## src/rtl/alb_pkg.sv

```systemverilog
`timescale 1ns / 1ps
// Shared types, constants and the fifth-root threshold table for the
// ambient-light backlight core. No dependencies.
package alb_pkg;

    localparam int SAMPLE_BITS_DEF = 10;

    // Threshold width: three bits above the default sample width, so a saturated
    // entry is always at or above any sample of that width.
    localparam int THR_W     = 13;
    localparam int THR_MAX   = (1 << THR_W) - 1;
    localparam int ROOT_BITS = 8;
    localparam int R_MIN     = 11;
    localparam int ROOT_SCALE = 100000;

    localparam int STEP_W = 4;
    localparam int CNT_W  = 5;
    localparam int NUM_W  = 16;
    localparam int B_W    = 13;
    localparam int QUO_W  = 22;
    localparam int DIV1_BITS = 14;
    localparam int DIV_SCALE = 25;

    // Divide by 25 as a multiply by ceil(2^26 / 25) and a shift; exact for
    // every scale product below 2^21.
    localparam int RECIP_SHIFT = 26;
    localparam int RECIP_W     = 22;
    localparam int RECIP_MUL   = ((1 << RECIP_SHIFT) + DIV_SCALE - 1) / DIV_SCALE;

    localparam int CFG_ADDR_W = 3;
    localparam int CFG_DATA_W = 8;

    typedef enum logic [CFG_ADDR_W-1:0] {
        CFG_DIM_BL    = 3'd0,
        CFG_BRIGHT_BL = 3'd1,
        CFG_DIM_PH    = 3'd2,
        CFG_BRIGHT_PH = 3'd3,
        CFG_CONTRAST  = 3'd4,
        CFG_PWM_FLOOR = 3'd5,
        CFG_PWM_CEIL  = 3'd6
    } t_cfg_idx;

    typedef struct packed {
        logic [4:0] dim_bl;
        logic [4:0] bright_bl;
        logic [7:0] dim_ph;
        logic [7:0] bright_ph;
        logic [4:0] contrast;
        logic [7:0] pwm_floor;
        logic [7:0] pwm_ceil;
    } t_cfg;

    typedef enum logic [3:0] {
        OP_NOP,
        OP_LOAD,
        OP_ROOT,
        OP_RFIX,
        OP_MUL_T,
        OP_MUL_N,
        OP_DIV1_INIT,
        OP_DIV_STEP,
        OP_TAKE_B,
        OP_SLEEP,
        OP_MUL_D,
        OP_SCALE,
        OP_FINISH
    } t_op;

    typedef enum logic [2:0] {
        COND_NEXT,
        COND_ALWAYS,
        COND_IDLE,
        COND_CNT_NZ,
        COND_NODIV
    } t_cond;

    // Program steps
    localparam logic [STEP_W-1:0] STEP_IDLE   = 4'd0;
    localparam logic [STEP_W-1:0] STEP_ROOT   = 4'd1;
    localparam logic [STEP_W-1:0] STEP_RFIX   = 4'd2;
    localparam logic [STEP_W-1:0] STEP_MUL_T  = 4'd3;
    localparam logic [STEP_W-1:0] STEP_MUL_N  = 4'd4;
    localparam logic [STEP_W-1:0] STEP_D1INIT = 4'd5;
    localparam logic [STEP_W-1:0] STEP_DIV1   = 4'd6;
    localparam logic [STEP_W-1:0] STEP_TAKE_B = 4'd7;
    localparam logic [STEP_W-1:0] STEP_SLEEP  = 4'd8;
    localparam logic [STEP_W-1:0] STEP_MUL_D  = 4'd9;
    localparam logic [STEP_W-1:0] STEP_SCALE  = 4'd10;
    localparam logic [STEP_W-1:0] STEP_FINISH = 4'd11;

    typedef struct packed {
        t_op                op;
        t_cond              cond;
        logic [STEP_W-1:0]  target;
    } t_ctrl;

    typedef struct packed {
        logic cnt_nz;
        logic no_div;
    } t_stat;

    // Entry r: largest sample s with s * 100000 <= r^5, saturated.
    typedef logic [(1<<ROOT_BITS)-1:0][THR_W-1:0] t_thr_tab;

    function automatic t_thr_tab f_build_thr();
        t_thr_tab    tab;
        longint      p;
        longint      t;
        for (int i = 0; i < (1 << ROOT_BITS); i++) begin
            p = longint'(i) * i * i * i * i;
            t = p / ROOT_SCALE;
            if (t > THR_MAX) begin
                t = THR_MAX;
            end
            tab[i] = THR_W'(t);
        end
        return tab;
    endfunction

    localparam t_thr_tab THR_TAB = f_build_thr();

endpackage

```

## src/rtl/alb_cfg_regs.sv

```systemverilog
`timescale 1ns / 1ps
// Configuration register file for the backlight core.
// Depends on alb_pkg.
module alb_cfg_regs (
    input  logic                              i_clk,
    input  logic                              i_rst_n,
    input  logic                              i_we,
    input  logic [alb_pkg::CFG_ADDR_W-1:0]    i_addr,
    input  logic [alb_pkg::CFG_DATA_W-1:0]    i_data,
    output alb_pkg::t_cfg                     o_cfg
);
    import alb_pkg::*;

    t_cfg r_cfg;
    t_cfg n_cfg;

    always_comb begin
        n_cfg = r_cfg;
        if (i_we) begin
            case (t_cfg_idx'(i_addr))
                CFG_DIM_BL:    n_cfg.dim_bl    = i_data[4:0];
                CFG_BRIGHT_BL: n_cfg.bright_bl = i_data[4:0];
                CFG_DIM_PH:    n_cfg.dim_ph    = i_data;
                CFG_BRIGHT_PH: n_cfg.bright_ph = i_data;
                CFG_CONTRAST:  n_cfg.contrast  = i_data[4:0];
                CFG_PWM_FLOOR: n_cfg.pwm_floor = i_data;
                CFG_PWM_CEIL:  n_cfg.pwm_ceil  = i_data;
                default:       n_cfg = r_cfg;
            endcase
        end
    end

    always_ff @(posedge i_clk) begin
        if (!i_rst_n) begin
            r_cfg.dim_bl    <= 5'd5;
            r_cfg.bright_bl <= 5'd20;
            r_cfg.dim_ph    <= 8'd40;
            r_cfg.bright_ph <= 8'd20;
            r_cfg.contrast  <= 5'd10;
            r_cfg.pwm_floor <= 8'd200;
            r_cfg.pwm_ceil  <= 8'd255;
        end else begin
            r_cfg <= n_cfg;
        end
    end

    assign o_cfg = r_cfg;

endmodule

```

## src/rtl/alb_ucode_rom.sv

```systemverilog
`timescale 1ns / 1ps
// Control store: one control word per program step.
// Depends on alb_pkg.
module alb_ucode_rom (
    input  logic [alb_pkg::STEP_W-1:0] i_pc,
    output alb_pkg::t_ctrl             o_ctrl
);
    import alb_pkg::*;

    always_comb begin
        case (i_pc)
            STEP_IDLE:   o_ctrl = '{OP_LOAD,      COND_IDLE,   STEP_IDLE};
            STEP_ROOT:   o_ctrl = '{OP_ROOT,      COND_CNT_NZ, STEP_ROOT};
            STEP_RFIX:   o_ctrl = '{OP_RFIX,      COND_NEXT,   STEP_IDLE};
            STEP_MUL_T:  o_ctrl = '{OP_MUL_T,     COND_NEXT,   STEP_IDLE};
            STEP_MUL_N:  o_ctrl = '{OP_MUL_N,     COND_NEXT,   STEP_IDLE};
            STEP_D1INIT: o_ctrl = '{OP_DIV1_INIT, COND_NODIV,  STEP_SLEEP};
            STEP_DIV1:   o_ctrl = '{OP_DIV_STEP,  COND_CNT_NZ, STEP_DIV1};
            STEP_TAKE_B: o_ctrl = '{OP_TAKE_B,    COND_NEXT,   STEP_IDLE};
            STEP_SLEEP:  o_ctrl = '{OP_SLEEP,     COND_NEXT,   STEP_IDLE};
            STEP_MUL_D:  o_ctrl = '{OP_MUL_D,     COND_NEXT,   STEP_IDLE};
            STEP_SCALE:  o_ctrl = '{OP_SCALE,     COND_NEXT,   STEP_IDLE};
            STEP_FINISH: o_ctrl = '{OP_FINISH,    COND_ALWAYS, STEP_IDLE};
            default:     o_ctrl = '{OP_NOP,       COND_ALWAYS, STEP_IDLE};
        endcase
    end

endmodule

```

## src/rtl/alb_datapath.sv

```systemverilog
`timescale 1ns / 1ps
// Datapath: root search, restoring divider for the span, reciprocal scale,
// multiplies, output regs. Depends on alb_pkg.
module alb_datapath #(
    parameter int SAMPLE_BITS = alb_pkg::SAMPLE_BITS_DEF
) (
    input  logic                   i_clk,
    input  logic                   i_rst_n,
    input  alb_pkg::t_op           i_op,
    input  alb_pkg::t_cfg          i_cfg,
    input  logic [SAMPLE_BITS-1:0] i_light_sample,
    input  logic                   i_awake,
    output alb_pkg::t_stat         o_stat,
    output logic                   o_result_strobe,
    output logic [7:0]             o_backlight_pwm,
    output logic [6:0]             o_contrast_duty
);
    import alb_pkg::*;

    logic [SAMPLE_BITS-1:0]  r_smp;
    logic                    r_awake;
    logic [ROOT_BITS-1:0]    r_acc;
    logic [CNT_W-1:0]        r_cnt;
    logic signed [NUM_W-1:0] r_num;
    logic [B_W-1:0]          r_b;
    logic [QUO_W-1:0]        r_quo;
    logic [7:0]              r_rem;
    logic [7:0]              r_dvs;
    logic                    r_strobe;
    logic [7:0]              r_bl;
    logic [6:0]              r_ct;

    logic [7:0]              w_span;
    logic signed [5:0]       w_range;
    logic [ROOT_BITS-1:0]    w_cand;
    logic                    w_below;
    logic [ROOT_BITS-1:0]    w_r_inc;
    logic [ROOT_BITS-1:0]    w_r_fix;
    logic signed [8:0]       w_dpr;
    logic signed [14:0]      w_t;
    logic [12:0]             w_dspan;
    logic                    w_nodiv;
    logic [8:0]              w_trial;
    logic                    w_sub;
    logic [7:0]              w_pwm_d;
    logic [QUO_W-1:0]        w_prod;
    logic [QUO_W+RECIP_W-1:0] w_scl;
    logic [13:0]             w_slp;
    logic [17:0]             w_v;
    logic [7:0]              w_bl;

    assign w_span  = (i_cfg.dim_ph > i_cfg.bright_ph) ? (i_cfg.dim_ph - i_cfg.bright_ph)
                                                      : (i_cfg.bright_ph - i_cfg.dim_ph);
    assign w_range = $signed({1'b0, i_cfg.bright_bl}) - $signed({1'b0, i_cfg.dim_bl});

    // one bit of the root per step, MSB first
    assign w_cand  = r_acc | (ROOT_BITS'(1) << r_cnt[$clog2(ROOT_BITS)-1:0]);
    assign w_below = THR_TAB[w_cand] < {{(THR_W-SAMPLE_BITS){1'b0}}, r_smp};
    assign w_r_inc = r_acc + ROOT_BITS'(1);
    assign w_r_fix = (w_r_inc < ROOT_BITS'(R_MIN)) ? ROOT_BITS'(R_MIN) : w_r_inc;

    assign w_dpr   = $signed({1'b0, i_cfg.dim_ph}) - $signed({1'b0, r_acc});
    assign w_t     = $signed({{9{w_range[5]}}, w_range}) * $signed({{6{w_dpr[8]}}, w_dpr});
    assign w_dspan = {8'd0, i_cfg.dim_bl} * {5'd0, w_span};
    assign w_nodiv = (w_span <= 8'd1) || r_num[NUM_W-1];

    assign w_trial = {r_rem, r_quo[QUO_W-1]};
    assign w_sub   = w_trial >= {1'b0, r_dvs};

    assign w_pwm_d = i_cfg.pwm_ceil - i_cfg.pwm_floor;
    assign w_prod  = {{(QUO_W-B_W){1'b0}}, r_b} * {{(QUO_W-8){1'b0}}, w_pwm_d};
    // scale product / 25 by reciprocal multiply
    assign w_scl   = {{RECIP_W{1'b0}}, r_quo} * {{QUO_W{1'b0}}, RECIP_W'(RECIP_MUL)};
    assign w_slp   = {1'b0, r_b} + {9'd0, i_cfg.dim_bl};

    // quotient of the scale division stays below 2^17
    assign w_v = {1'b0, r_quo[16:0]} + {10'd0, i_cfg.pwm_floor};
    always_comb begin
        if (i_cfg.pwm_ceil < i_cfg.pwm_floor) begin
            w_bl = i_cfg.pwm_floor;
        end else if (w_v > {10'd0, i_cfg.pwm_ceil}) begin
            w_bl = i_cfg.pwm_ceil;
        end else begin
            w_bl = w_v[7:0];
        end
    end

    always_ff @(posedge i_clk) begin
        case (i_op)
            OP_LOAD: begin
                r_smp   <= i_light_sample;
                r_awake <= i_awake;
                r_acc   <= '0;
                r_cnt   <= CNT_W'(ROOT_BITS - 1);
            end
            OP_ROOT: begin
                if (w_below) begin
                    r_acc <= w_cand;
                end
                r_cnt <= r_cnt - CNT_W'(1);
            end
            OP_RFIX: begin
                r_acc <= w_r_fix;
            end
            OP_MUL_T: begin
                r_num <= NUM_W'(w_t);
            end
            OP_MUL_N: begin
                r_num <= r_num + $signed({3'd0, w_dspan});
            end
            OP_DIV1_INIT: begin
                if (w_span <= 8'd1) begin
                    r_b <= {8'd0, i_cfg.bright_bl};
                end else if (r_num[NUM_W-1]) begin
                    r_b <= '0;
                end
                r_quo <= {r_num[DIV1_BITS-1:0], {(QUO_W-DIV1_BITS){1'b0}}};
                r_rem <= '0;
                r_dvs <= w_span;
                r_cnt <= CNT_W'(DIV1_BITS - 1);
            end
            OP_DIV_STEP: begin
                r_rem <= w_sub ? 8'(w_trial - {1'b0, r_dvs}) : w_trial[7:0];
                r_quo <= {r_quo[QUO_W-2:0], w_sub};
                r_cnt <= r_cnt - CNT_W'(1);
            end
            OP_TAKE_B: begin
                r_b <= r_quo[B_W-1:0];
            end
            OP_SLEEP: begin
                if (!r_awake) begin
                    r_b <= w_slp[B_W:1];
                end
            end
            OP_MUL_D: begin
                r_quo <= w_prod;
            end
            OP_SCALE: begin
                r_quo <= QUO_W'(w_scl[QUO_W+RECIP_W-1:RECIP_SHIFT]);
            end
            OP_FINISH: begin
                r_bl <= w_bl;
                r_ct <= {2'd0, i_cfg.contrast} + {1'b0, i_cfg.contrast, 1'b0};
            end
            default: begin
            end
        endcase
    end

    always_ff @(posedge i_clk) begin
        if (!i_rst_n) begin
            r_strobe <= 1'b0;
        end else begin
            r_strobe <= (i_op == OP_FINISH);
        end
    end

    assign o_stat.cnt_nz    = (r_cnt != '0);
    assign o_stat.no_div    = w_nodiv;
    assign o_result_strobe  = r_strobe;
    assign o_backlight_pwm  = r_bl;
    assign o_contrast_duty  = r_ct;

endmodule

```

## src/rtl/ambient_light_backlight_pwm_core.sv

```systemverilog
`timescale 1ns / 1ps
// A sample runs from the start beat through 8 root steps, 14 divider steps and
// 9 single steps to the strobe cycle when the span is divided; the divider steps
// and TAKE_B are skipped when the span is 1 or less or the numerator is negative.
// No new sample is taken while busy; a new start is taken in the
// strobe cycle. The receiver cannot stall; each result shows 1 cycle. Reset:
// synchronous, sequencer idle, strobe low, config to defaults. Uses alb_*.
module ambient_light_backlight_pwm_core #(
    parameter int SAMPLE_BITS = alb_pkg::SAMPLE_BITS_DEF
) (
    input  logic                               i_clk,
    input  logic                               i_rst_n,
    // sample command
    input  logic                               start,
    output logic                               busy,
    input  logic [SAMPLE_BITS-1:0]             i_light_sample,
    input  logic                               i_awake,
    // result
    output logic                               o_result_strobe,
    output logic [7:0]                         o_backlight_pwm,
    output logic [6:0]                         o_contrast_duty,
    // register writes
    input  logic                               i_cfg_valid,
    output logic                               o_cfg_ready,
    input  logic [alb_pkg::CFG_ADDR_W-1:0]     i_cfg_addr,
    input  logic [alb_pkg::CFG_DATA_W-1:0]     i_cfg_data
);
    import alb_pkg::*;

    // Program counter of the microcode sequencer. Step 0 waits for start and
    // keeps loading the sample; every other step is one datapath operation.
    logic [STEP_W-1:0] r_pc;
    logic [STEP_W-1:0] n_pc;
    t_ctrl             w_ctrl;
    t_stat             w_stat;
    t_cfg              w_cfg;
    logic              w_jump;

    // Config writes must be issued only while idle (the block does not enforce it); the port never pushes back.
    assign o_cfg_ready = 1'b1;

    alb_cfg_regs u_cfg (
        .i_clk   (i_clk),
        .i_rst_n (i_rst_n),
        .i_we    (i_cfg_valid & o_cfg_ready),
        .i_addr  (i_cfg_addr),
        .i_data  (i_cfg_data),
        .o_cfg   (w_cfg)
    );

    alb_ucode_rom u_rom (
        .i_pc   (r_pc),
        .o_ctrl (w_ctrl)
    );

    // Branch condition of the current control word
    always_comb begin
        case (w_ctrl.cond)
            COND_NEXT:   w_jump = 1'b0;
            COND_ALWAYS: w_jump = 1'b1;
            COND_IDLE:   w_jump = !start;
            COND_CNT_NZ: w_jump = w_stat.cnt_nz;
            COND_NODIV:  w_jump = w_stat.no_div;
            default:     w_jump = 1'b1;
        endcase
    end

    assign n_pc = w_jump ? w_ctrl.target : (r_pc + STEP_W'(1));

    always_ff @(posedge i_clk) begin
        if (!i_rst_n) begin
            r_pc <= STEP_IDLE;
        end else begin
            r_pc <= n_pc;
        end
    end

    assign busy = (r_pc != STEP_IDLE);

    alb_datapath #(
        .SAMPLE_BITS (SAMPLE_BITS)
    ) u_dp (
        .i_clk           (i_clk),
        .i_rst_n         (i_rst_n),
        .i_op            (w_ctrl.op),
        .i_cfg           (w_cfg),
        .i_light_sample  (i_light_sample),
        .i_awake         (i_awake),
        .o_stat          (w_stat),
        .o_result_strobe (o_result_strobe),
        .o_backlight_pwm (o_backlight_pwm),
        .o_contrast_duty (o_contrast_duty)
    );

endmodule

```

## config.mk

```make
export PLATFORM = sky130hd
export DESIGN_NAME = ambient_light_backlight_pwm_core
export DESIGN_NICKNAME = d
export VERILOG_FILES = /design/src/rtl/alb_pkg.sv /design/src/rtl/alb_cfg_regs.sv /design/src/rtl/alb_ucode_rom.sv /design/src/rtl/alb_datapath.sv /design/src/rtl/ambient_light_backlight_pwm_core.sv
export SDC_FILE = /design/constraint.sdc
export NUM_CORES = 1
export LEC_CHECK = 0
export BUFFER_PORTS_ARGS = -buffer_cell sky130_fd_sc_hd__buf_4
export CORE_ASPECT_RATIO = 0.8
export CORE_MARGIN = 3
export CORE_UTILIZATION = 33
export DETAILED_ROUTE_END_ITERATION = 6
export PLACE_DENSITY = 0.46
export SKIP_LAST_GASP = 1
export SYNTH_ARGS = -nofsm -noshare
export SYNTH_HDL_FRONTEND = slang
export SYNTH_HIERARCHICAL = 1
export SYNTH_SLANG_ARGS = --single-unit
```

## constraint.sdc

```tcl
create_clock -name i_clk -period 20 [get_ports i_clk]
set_input_delay 3 -clock i_clk [delete_from_list [all_inputs] [get_ports i_clk]]
set_output_delay 3 -clock i_clk [all_outputs]
set_load 0.01 [all_outputs]
```

Word-level counts from Yosys, hierarchy flattened
Memories as Yosys holds them, arrays and structs flattened. A register that Yosys moved wholly into a read port is not among the register bits.
Index checks and enable logic that the tools add are counted.
Storage, ports and cells
  memory bits (read-only): 3504
  flip-flop bits (word level): 158
  input bits: 26
  output and inout bits: 18
  word-level logic and storage cells: 114
  memories kept: 2
Cells by class
  add/sub/neg operators: 13
  bitwise logic cells: 1
  $lt $le $gt $ge: 8
  equal/unequal tests: 24
  $mul: 4
  mux-type cells: 19
  shift-type cells: 1
  reductions and logical operators: 22
Memory list
  (name not given): depth 256, bits a word 13, rd ports 1, clocked after Yosys merged registers in 0, wr ports 0, line alb_datapath.sv:58  | assign w_below = THR_TAB[w_cand] < {{(THR_W-SAMPLE_BITS){1'b0}}, r_smp};
  (name not given): depth 16, bits a word 11, rd ports 1, clocked after Yosys merged registers in 1, wr ports 0, line alb_ucode_rom.sv:11  | case (i_pc)
Operators by type and width (count)
  case mux 22 bit (4 select lines): 1
  2-to-1 mux 13 bit: 4
  2-to-1 mux 8 bit: 6
  multiplier 22 x 22 -> 44 bit (second input constant): 1
  case mux 13 bit (3 select lines): 1
  case mux 16 bit (2 select lines): 1
  subtractor 8 bit: 4
  case mux 8 bit (3 select lines): 1
  multiplier 13 x 8 -> 21 bit: 1
  equality test 4 bit (second input constant): 5
  adder 17 x 8 -> 18 bit: 1
  greater-than comparator 18 x 8 -> 1 bit: 1
  adder 16 x 14 -> 16 bit: 1
  equality test 4 x 3 -> 1 bit (second input constant): 4
  case mux 8 bit (2 select lines): 1
  AND reduction 2 bit: 8
  multiplier 6 x 9 -> 15 bit: 1
  case mux 5 bit (3 select lines): 1
  adder 13 x 5 -> 14 bit: 1
  less-than comparator 13 x 10 -> 1 bit: 1
  multiplier 5 x 8 -> 13 bit: 1
  equality test 3 x 2 -> 1 bit (second input constant): 4
  equality test 3 bit (second input constant): 4
  greater-or-equal comparator 9 x 8 -> 1 bit: 1
  30 further kinds: 37

Logic depth before layout (Yosys ltp)
Gate-level depths: netlist of the first run.
  depth after elaboration: 7
  gate-level depth with buffers: 35
  gate-level depth less buffers: 34

Hierarchy
The synthesis of the first run kept the hierarchy.
Modules (own cells, without submodules)
  alb_datapath: area each 24193.2 um^2, sequential area each 3203.1 um^2, cells an instance 2620, times used 1
  alb_cfg_regs: area each 1874.3 um^2, sequential area each 940.9 um^2, cells an instance 181, times used 1
  ambient_light_backlight_pwm_core: area each 296.5 um^2, sequential area each 80.1 um^2, cells an instance 33, times used 1
  alb_ucode_rom: area each 225.2 um^2, sequential area each 0.0 um^2, cells an instance 27, times used 1

Least setup slack after synthesis of the first run
No wires, ideal clock.
  path type: reg-to-reg
  start point: reg u_dp.r_quo[8]
  end point: reg u_dp.r_quo[17], data pin
  required time: 19.733 ns
  path slack: 13.210 ns
  stages on the path, launching flop included: 23
  data arrival time: 6.523 ns
  buffers on the path: 0
  period minus slack after synthesis: 6.790 ns
  library setup time: 0.267 ns
  path through: edfxtp_1 -> ha_1 -> fa_1 -> inv_1 -> fa_1 -> fa_1 -> inv_1 -> fa_1 -> fa_1 -> inv_1 -> fa_1 -> inv_1 -> ha_1 -> a21oi_1 -> o211ai_1 -> a31oi_1 -> o31a_1 -> o21ai_1 -> a21o_1 -> a221oi_1 -> o221ai_1 -> mux2i_1 -> o22ai_1
On the way
  longest elaborated chain between the ends: 2
Ends and longest elaborated chain
  start: declaration: line alb_datapath.sv:26  | logic [QUO_W-1:0] r_quo;
  start signal: assignment: line alb_datapath.sv:117  | r_quo <= {r_num[DIV1_BITS-1:0], {(QUO_W-DIV1_BITS){1'b0}}};
  start signal: assignment: line alb_datapath.sv:124  | r_quo <= {r_quo[QUO_W-2:0], w_sub};
  start signal: assignment: line alb_datapath.sv:136  | r_quo <= w_prod;
  multiplier 22 x 22 -> 44 bit: line alb_datapath.sv:73  | assign w_scl = {{RECIP_W{1'b0}}, r_quo} * {{QUO_W{1'b0}}, RECIP_W'(RECIP_MUL)};
  case mux 22 bit (4 select lines): line alb_datapath.sv:89  | case (i_op)
No other way between the ends.
A chain may end at the register's enable or synchronous reset.

Final worst setup path of the first run
  start point: reg u_cfg.r_cfg, in the netlist u_cfg/o_cfg[29]
  end point: reg u_dp.r_num[14], data pin
On the way
  longest elaborated chain between the ends: 5
Ends and longest elaborated chain
  start: declaration: line alb_cfg_regs.sv:14  | t_cfg r_cfg;
  start signal: assignment: line alb_cfg_regs.sv:43  | r_cfg <= n_cfg;
  subtractor 8 bit, or another cell as far along: line alb_datapath.sv:53  | : (i_cfg.bright_ph - i_cfg.dim_ph);
  2-to-1 mux 8 bit (*): line alb_datapath.sv:52  | assign w_span = (i_cfg.dim_ph > i_cfg.bright_ph) ? (i_cfg.dim_ph - i_cfg.bright_ph)
  net u_dp.w_span[3]: line alb_datapath.sv:33  | logic [7:0] w_span;
  multiplier 5 x 8 -> 13 bit (*): line alb_datapath.sv:64  | assign w_dspan = {8'd0, i_cfg.dim_bl} * {5'd0, w_span};
  adder 16 x 14 -> 16 bit (*): line alb_datapath.sv:109  | r_num <= r_num + $signed({3'd0, w_dspan});
  case mux 16 bit (2 select lines) (*): line alb_datapath.sv:89
  end signal: assignment: line alb_datapath.sv:106  | r_num <= NUM_W'(w_t);
  end signal: assignment: line alb_datapath.sv:109
  end: declaration: line alb_datapath.sv:24  | logic signed [NUM_W-1:0] r_num;
The timed path passes the listed nets; every way through them passes the cells marked *.

==> results.txt, run 1 <==
status - finished, final reports clean
CTS H-Tree Depth - 4
Hold Vio Cnt, Final - 0
TritonCTS buffer count - 17
remaining number of nets flagged by the antenna check after routing - 0
top routing layer used - met4
TritonCTS clock tree - yes
sequential cell area fraction in the yosys report - 15.9%
Initial Util - 33.5%
Post-CTS Repair Setup Buffers - 0
die span in y - 260 um
hold path depth - 2
final count of negative-setup-slack endpoints - 0
CP endpoint kind - register
internal reg-to-reg setup slack - 12340 ps
largest cells by area after synthesis - fa_1 (23%), ha_1 (21%), edfxtp_1 (12%), inv_1 (7.5%), dfxtp_1 (3.9%)
total track usage - 18.5%
crit path kind - register to register
Core Rows - 92
number of gates resized after cts - 0
Die W - 323 um
post-detailed-routing wire length - 74500 um
library cell occupying the most area in the post-synthesis netlist - fa_1
Post-synth top cells - inv_1 (531), ha_1 (441), fa_1 (311), nand2_1 (231), a21oi_1 (128)
launch point of the worst reg-to-reg path - u_cfg/o_cfg[29]
routed length on met3 - 3270 um
initial antenna violation count - 4
total half-perimeter wirelength after legalization and detailed placement - 62100 um
Detailed Route Iter0 Violations - 1190
fraction of final layout cells sized beyond drive strength 1 - 4.29%
maximum clock frequency - 131 MHz
net total in the final layout - 3629
slew at the pin with the worst max-slew slack - 1330 ps
CP max FO - 10
total via count after detailed routing - 19497
Async S/R FF share, synth - 0%
clock edge transition at the registers on the reported setup and hold paths - 80 ps
FF-to-FF path depth - 33
CP required - 20200 ps
leading register cell type out of synthesis - edfxtp_1
leftover overflow at the end of global routing - 0
RD Place Congestion - 0.865
routed vias/inst - 5.00
most numerous cell in the Yosys netlist - inv_1
capturing point of the worst reg2reg path - u_dp/r_num[14]
count of unique library cells instantiated by Yosys - 84
number of I/O port buffers - 42
Final Slew Violations - 0
Critical-path top delay cell - xnor2_1
# hold bufs at CTS - 0
max-cap check violation count - 0
unrepaired setup endpoints after global routing - false
cell area after synthesis - 0.0266 mm^2
Yosys warnings - 6
startpoint of the tightest hold check path - u_cfg/o_cfg[28]
CTS Buffer Depth - 2
Final Cycle Share - 38.3%
post-DR wirelength/cell - 19.1 um
Hold Path Sink - u_cfg/o_cfg[28]
stage delay of the slowest cell on the critical path - 580 ps
relative max-transition margin - 10.6%
class of the worst hold path - register to register
first-pass GRT wire length - 120000 um
vias in the first global route - 20553
Synth Instances - 2861
final worst clock skew - 20.8 ps
worst setup path startpoint - u_cfg/o_cfg[29]
pin count of the biggest net entering global routing - 70
total iterations of the first detailed-routing run - 5
layout overhead on the synthesized area - 7.37%
Worst setup SP type - register
cell chosen for the clock root - clkbuf_16
area share of the largest cell type after synthesis - 23.4%
met2 routed wirelength - 31400 um
total die area - 0.0840 mm^2
critical path arrival - 7860 ps
Sink Count - 158
I/O pin count - 44
Post-synth EDFFs - 106
Final min period - 7660 ps
number of remaining DRC errors - 0
register bit count reported by yosys - 158
sum of routed wire segments on met1 - 38900 um
summed negative setup slack over all endpoints - 0 ps
clock insertion delay at the later pin of the skew report - 490 ps
post-synthesis area per instance - 9.29 um^2
antenna cell count - 0
syn nets - 3639
area inside the core boundary - 0.0793 mm^2
[worst max-delay path, delay by kind of cell (launching register included)]
| kind | cells | cell delay, ps |
|---|---|---|
| compound gates | 13 | 2410 |
| xor+xnor | 3 | 940 |
| simple gates | 5 | 500 |
| buf+inv | 4 | 270 |
| mux | 1 | 200 |
| fa+ha+maj | 7 | 2710 |
| flops | 1 | 330 |
[stage by stage]
step                setup WS (ps)  hold slack (ps)  utilization (%)  cell area (um^2)  cells
floorplan                   13210              435                -             26600   2861
global placement            12420              454             35.2             27900   3866
detailed placement          12340              455             35.2             27900   3866
CTS                         12270              489             36.0             28500   3898
global route                11630              513             36.0             28500   3898
finish                      12340              483             36.0             28500   3898
[metal layers]
metal / vias to the layer above / global-route usage (%)
met2: 408 / 27.8
met3: 53 / 2.78
met5: - / 0
met4: 0 / 3.23
met1: 9571 / 28.0
li1: 9465 / -
[cell usage in the layout, fill, tap and decap left out, types with 5 or more instances in the layout]
cell type and instances:
o22ai_1 11, nand2_1 231, a21boi_0 10, buf_4 57
a31oi_1 19, a21oi_1 127, nand3_1 30, xnor2_1 82
dfxtp_1 52, nor3_1 26, o21ai_0 101, fa_1 311
o311ai_0 5, inv_1 531, o22ai_2 5, nand3b_1 5
edfxtp_1 106, a21o_1 55, a22oi_1 12, and2_1 81
o21bai_1 18, mux2i_1 82, o211ai_1 15, and3_1 8
o31ai_1 7, nand2b_1 34, inv_8 6, clkbuf_16 17
mux2_2 5, a211oi_1 25, nand4_1 18, nor2b_1 56
o21a_1 11, o221ai_1 8, xor2_1 37, or3_1 10
a221oi_1 6, ha_1 441, nor2_1 117
[logic make-up after synthesis]
logic type / synth area share (%)
muxes: 3.41
and+or+nand+nor: 11.9
xor gates and xnor gates: 3.98
DFF: 15.9
adders and majority gates: 44.2
buffers and inverters: 8.99
other: 0.0141
AOI/OAI and AO/OA: 11.6
[worst max path at each step]
stage,end,slack [ps],depth (start not counted)
global route,u_dp/r_num[14],11630,33
finish,u_dp/r_num[14],12340,33
detailed placement,u_dp/r_num[14],12340,33
global placement,u_dp/r_num[14],12420,33
CTS,u_dp/r_num[14],12270,33
floorplan,u_dp/r_quo[17],13210,22
[state kept, by name, summed over array words and instances (netlist names)]
name and flops:
u_dp/o_backlight_pwm 8, u_dp/o_result_strobe 1, u_dp/r_rem 8, u_dp/r_cnt 5, r_pc 4, u_dp/r_awake 1, u_dp/o_contrast_duty 7, u_dp/r_dvs 8
u_dp/r_quo 22, u_dp/r_num 16, u_dp/r_smp 10, u_cfg/o_cfg 47, u_dp/r_b 13, u_dp/r_acc 8
[layout make-up]
cell class	count	area, um^2
clock inverter	15	183
clock buffer	17	425
tap	1034	1290
timing repair buffer	57	428
sequential	158	4220
multi-input combinational	2083	20000
fill	8043	50800
inverter	534	2000
Power of run 1 is not shown: default switching activity piles up to over one toggle a cycle in this logic, so the estimate is an artifact.
==> inputs of run 2 (changes only) <==
--- a/config.mk
+++ b/config.mk
@@ -10,7 +10,7 @@
 export CORE_MARGIN = 3
 export CORE_UTILIZATION = 33
 export DETAILED_ROUTE_END_ITERATION = 6
-export PLACE_DENSITY = 0.46
+export PLACE_DENSITY = 0.48
 export SKIP_LAST_GASP = 1
 export SYNTH_ARGS = -nofsm -noshare
 export SYNTH_HDL_FRONTEND = slang
==> constraint.sdc (replaced) <==
create_clock -name i_clk -period 6.25 [get_ports i_clk]
set_input_delay 0.9375 -clock i_clk [delete_from_list [all_inputs] [get_ports i_clk]]
set_output_delay 0.9375 -clock i_clk [all_outputs]
set_load 0.01 [all_outputs]
==> run 2 against run 1 <==
Count of clock-buffer cells in the layout did not move. Setup slack worse by 13000 ps. Highest routed layer unchanged. Critical endpoint is now u_dp/r_num[15]. Non-clock buffer count increased by 334. Register-to-register slack lost 13000 ps. Worst hold slack worse by 18 ps. The flow now finishes with violations (setup timing).
==> results.txt, run 2 (synthesized netlist as in run 1, its figures left out) <==
CP required - 6450 ps (-13750 ps)
CTS Buffer Depth - 2 (unchanged)
final count of negative-setup-slack endpoints - 10 (+10)
flip-flop and latch area - 0.00423 mm^2 (+0.24%)
setup slack of the critical path after layout - -227 ps (-12570 ps)
total iterations of the first detailed-routing run - 5 (unchanged)
antenna cell count - 0 (unchanged)
Top cell by count, worst path - fa_1
cell chosen for the clock root - clkbuf_16
Hold Vio Cnt, Final - 0 (unchanged)
Initial Util - 33.5% (unchanged)
Final Slew Violations - 0 (unchanged)
RD Place Congestion - 0.853 (-1.3%)
Final Cycle Share - 104% (+65 points)
Detailed Route Iter0 Violations - 1181 (-0.76%)
fraction of final layout cells sized beyond drive strength 1 - 19.8% (+16 points)
I/O pin count - 44 (unchanged)
unrepaired setup endpoints after global routing - true
initial antenna violation count - 1 (-3)
maximum clock frequency - 154 MHz (+18%)
Critical-path top delay cell - fa_1
area inside the core boundary - 0.0793 mm^2 (unchanged)
Final min period - 6480 ps (-1180 ps)
clock insertion delay at the later pin of the skew report - 490 ps (about the same)
worst setup path startpoint - u_cfg/o_cfg[29]
first-pass GRT wire length - 123000 um (+2.8%)
TritonCTS buffer count - 17 (unchanged)
Filler cells - 7798 (-3.0%)
post-DR wirelength/cell - 18.3 um (-4.3%)
number of cells after detailed placement - 4144 (+7.2%)
pin count of the biggest net entering global routing - 61 (-13%)
Sink Count - 158 (unchanged)
commonest non-fill, non-tap cell in the layout - inv_1
die span in y - 260 um (unchanged)
number of remaining DRC errors - 0 (unchanged)
max-cap check violation count - 0 (unchanged)
FF-to-FF path depth - 31 (-6.1%)
# hold bufs at CTS - 0 (unchanged)
most frequent cells in the layout - inv_1 (507), ha_1 (405), buf_4 (365), fa_1 (295), nand2_1 (223)
clock edge transition at the registers on the reported setup and hold paths - 80 ps (about the same)
TritonCTS clock tree - yes
Die W - 323 um (unchanged)
relative max-transition margin - 27.3% (+17 points)
vias in the first global route - 21973 (+6.9%)
launch point of the worst reg-to-reg path - u_cfg/o_cfg[29]
net total in the final layout - 3963 (+9.2%)
leftover overflow at the end of global routing - 0 (unchanged)
area of the multi-input gates - 0.0210 mm^2 (+5.1%)
total die area - 0.0840 mm^2 (unchanged)
CP endpoint kind - register
Worst setup SP type - register
capturing point of the worst reg2reg path - u_dp/r_num[15]
hold path depth - 2 (unchanged)
status - finished with violations
remaining number of nets flagged by the antenna check after routing - 0 (unchanged)
total track usage - 18.7% (+0.24 points)
internal reg-to-reg setup slack - -230 ps (-12570 ps)
critical path arrival - 6680 ps (-1180 ps)
total via count after detailed routing - 20956 (+7.5%)
layout overhead on the synthesized area - 21.2%
number of cells in the finished layout apart from fillers - 4232 (+8.6%)
final worst clock skew - 19.9 ps (-0.928 ps)
crit path kind - register to register
CTS H-Tree Depth - 4 (unchanged)
post-detailed-routing wire length - 77400 um (+3.9%)
routed vias/inst - 4.95 (-1.0%)
CP max FO - 4 (-6)
failing checks - setup timing
startpoint of the tightest hold check path - u_cfg/o_cfg[28]
Core Rows - 92 (unchanged)
class of the worst hold path - register to register
number of flip-flops in the largest register - 47 (unchanged)
Hold Path Sink - u_cfg/o_cfg[28]
slew at the pin with the worst max-slew slack - 1090 ps (-245 ps)
number of I/O port buffers - 42 (unchanged)
stage delay of the slowest cell on the critical path - 520 ps (-60 ps)
total half-perimeter wirelength after legalization and detailed placement - 64400 um (+3.7%)
run 2: cell types whose count changed in the layout (fill, tap and decap cells not counted), sizes merged:
cell / before / now
buf: 57 / 391
clkinv: 6 / 11
inv: 542 / 538
clkinvlp: 1 / 0
run 2: metrics by stage:
| stage | setup TNS (ps) | setup slack, ps | util [%] | instance area (um^2) | hold slack, ps |
|---|---|---|---|---|---|
| after floorplan | -171 | -108 | - | 26800 | 435 |
| after global placement | -3900 | -344 | 38.1 | 30200 | 446 |
| after detailed placement | -5260 | -490 | 38.1 | 30200 | 459 |
| after CTS | -256 | -140 | 39.7 | 31500 | 469 |
| after global routing | -5000 | -564 | 40.6 | 32200 | 484 |
| final | -958 | -227 | 40.6 | 32200 | 465 |
run 2: how the worst max path moves through the flow:
stage                                end  slack (ps)  cells past startpoint
after floorplan           u_dp/r_num[14]        -110                     34
after global placement    u_dp/r_quo[20]        -340                     28
after detailed placement  u_dp/r_quo[20]        -490                     28
after CTS                 u_dp/r_num[14]        -140                     33
after global routing      u_dp/r_num[15]        -560                     31
final                     u_dp/r_num[15]        -230                     31
run 2: worst max-delay path: cells and delay by family, from the launching register on:
kind | cells | cell delay, ps
muxes | 1 | 180
xor gates and xnor gates | 3 | 590
adders and majority gates | 7 | 2480
AOI/OAI and AO/OA | 9 | 1620
DFF | 1 | 330
buffers and inverters | 6 | 490
and+or+nand+nor | 5 | 500
run 2: area by class of cell:
type                            count  area share (%)
Tap cell                         1034            4.02
Sequential cell                   158            13.1
Inverter                          534            6.24
Clock buffer                       17            1.32
Clock inverter                     15           0.602
Timing Repair Buffer              391            9.51
Multi-Input combinational cell   2083            65.2
run 2: timing repair:
action	4_1_cts	5_1_grt
endpoints found under the setup margin	20	27
buffers inserted	36	24
pin swaps	97	103
gates resized for setup	83	130
run 2: per-layer routing:
| layer | vias up | part of all wire, % | global-route usage, % |
|---|---|---|---|
| li1 | 10132 | - | - |
| met5 | - | 0 | 0 |
| met2 | 317 | 46 | 30.0 |
| met4 | 0 | 0.84 | 2.71 |
| met3 | 35 | 3.7 | 2.57 |
| met1 | 10472 | 50 | 27.2 |
Power of run 2 is left out for the same reason.
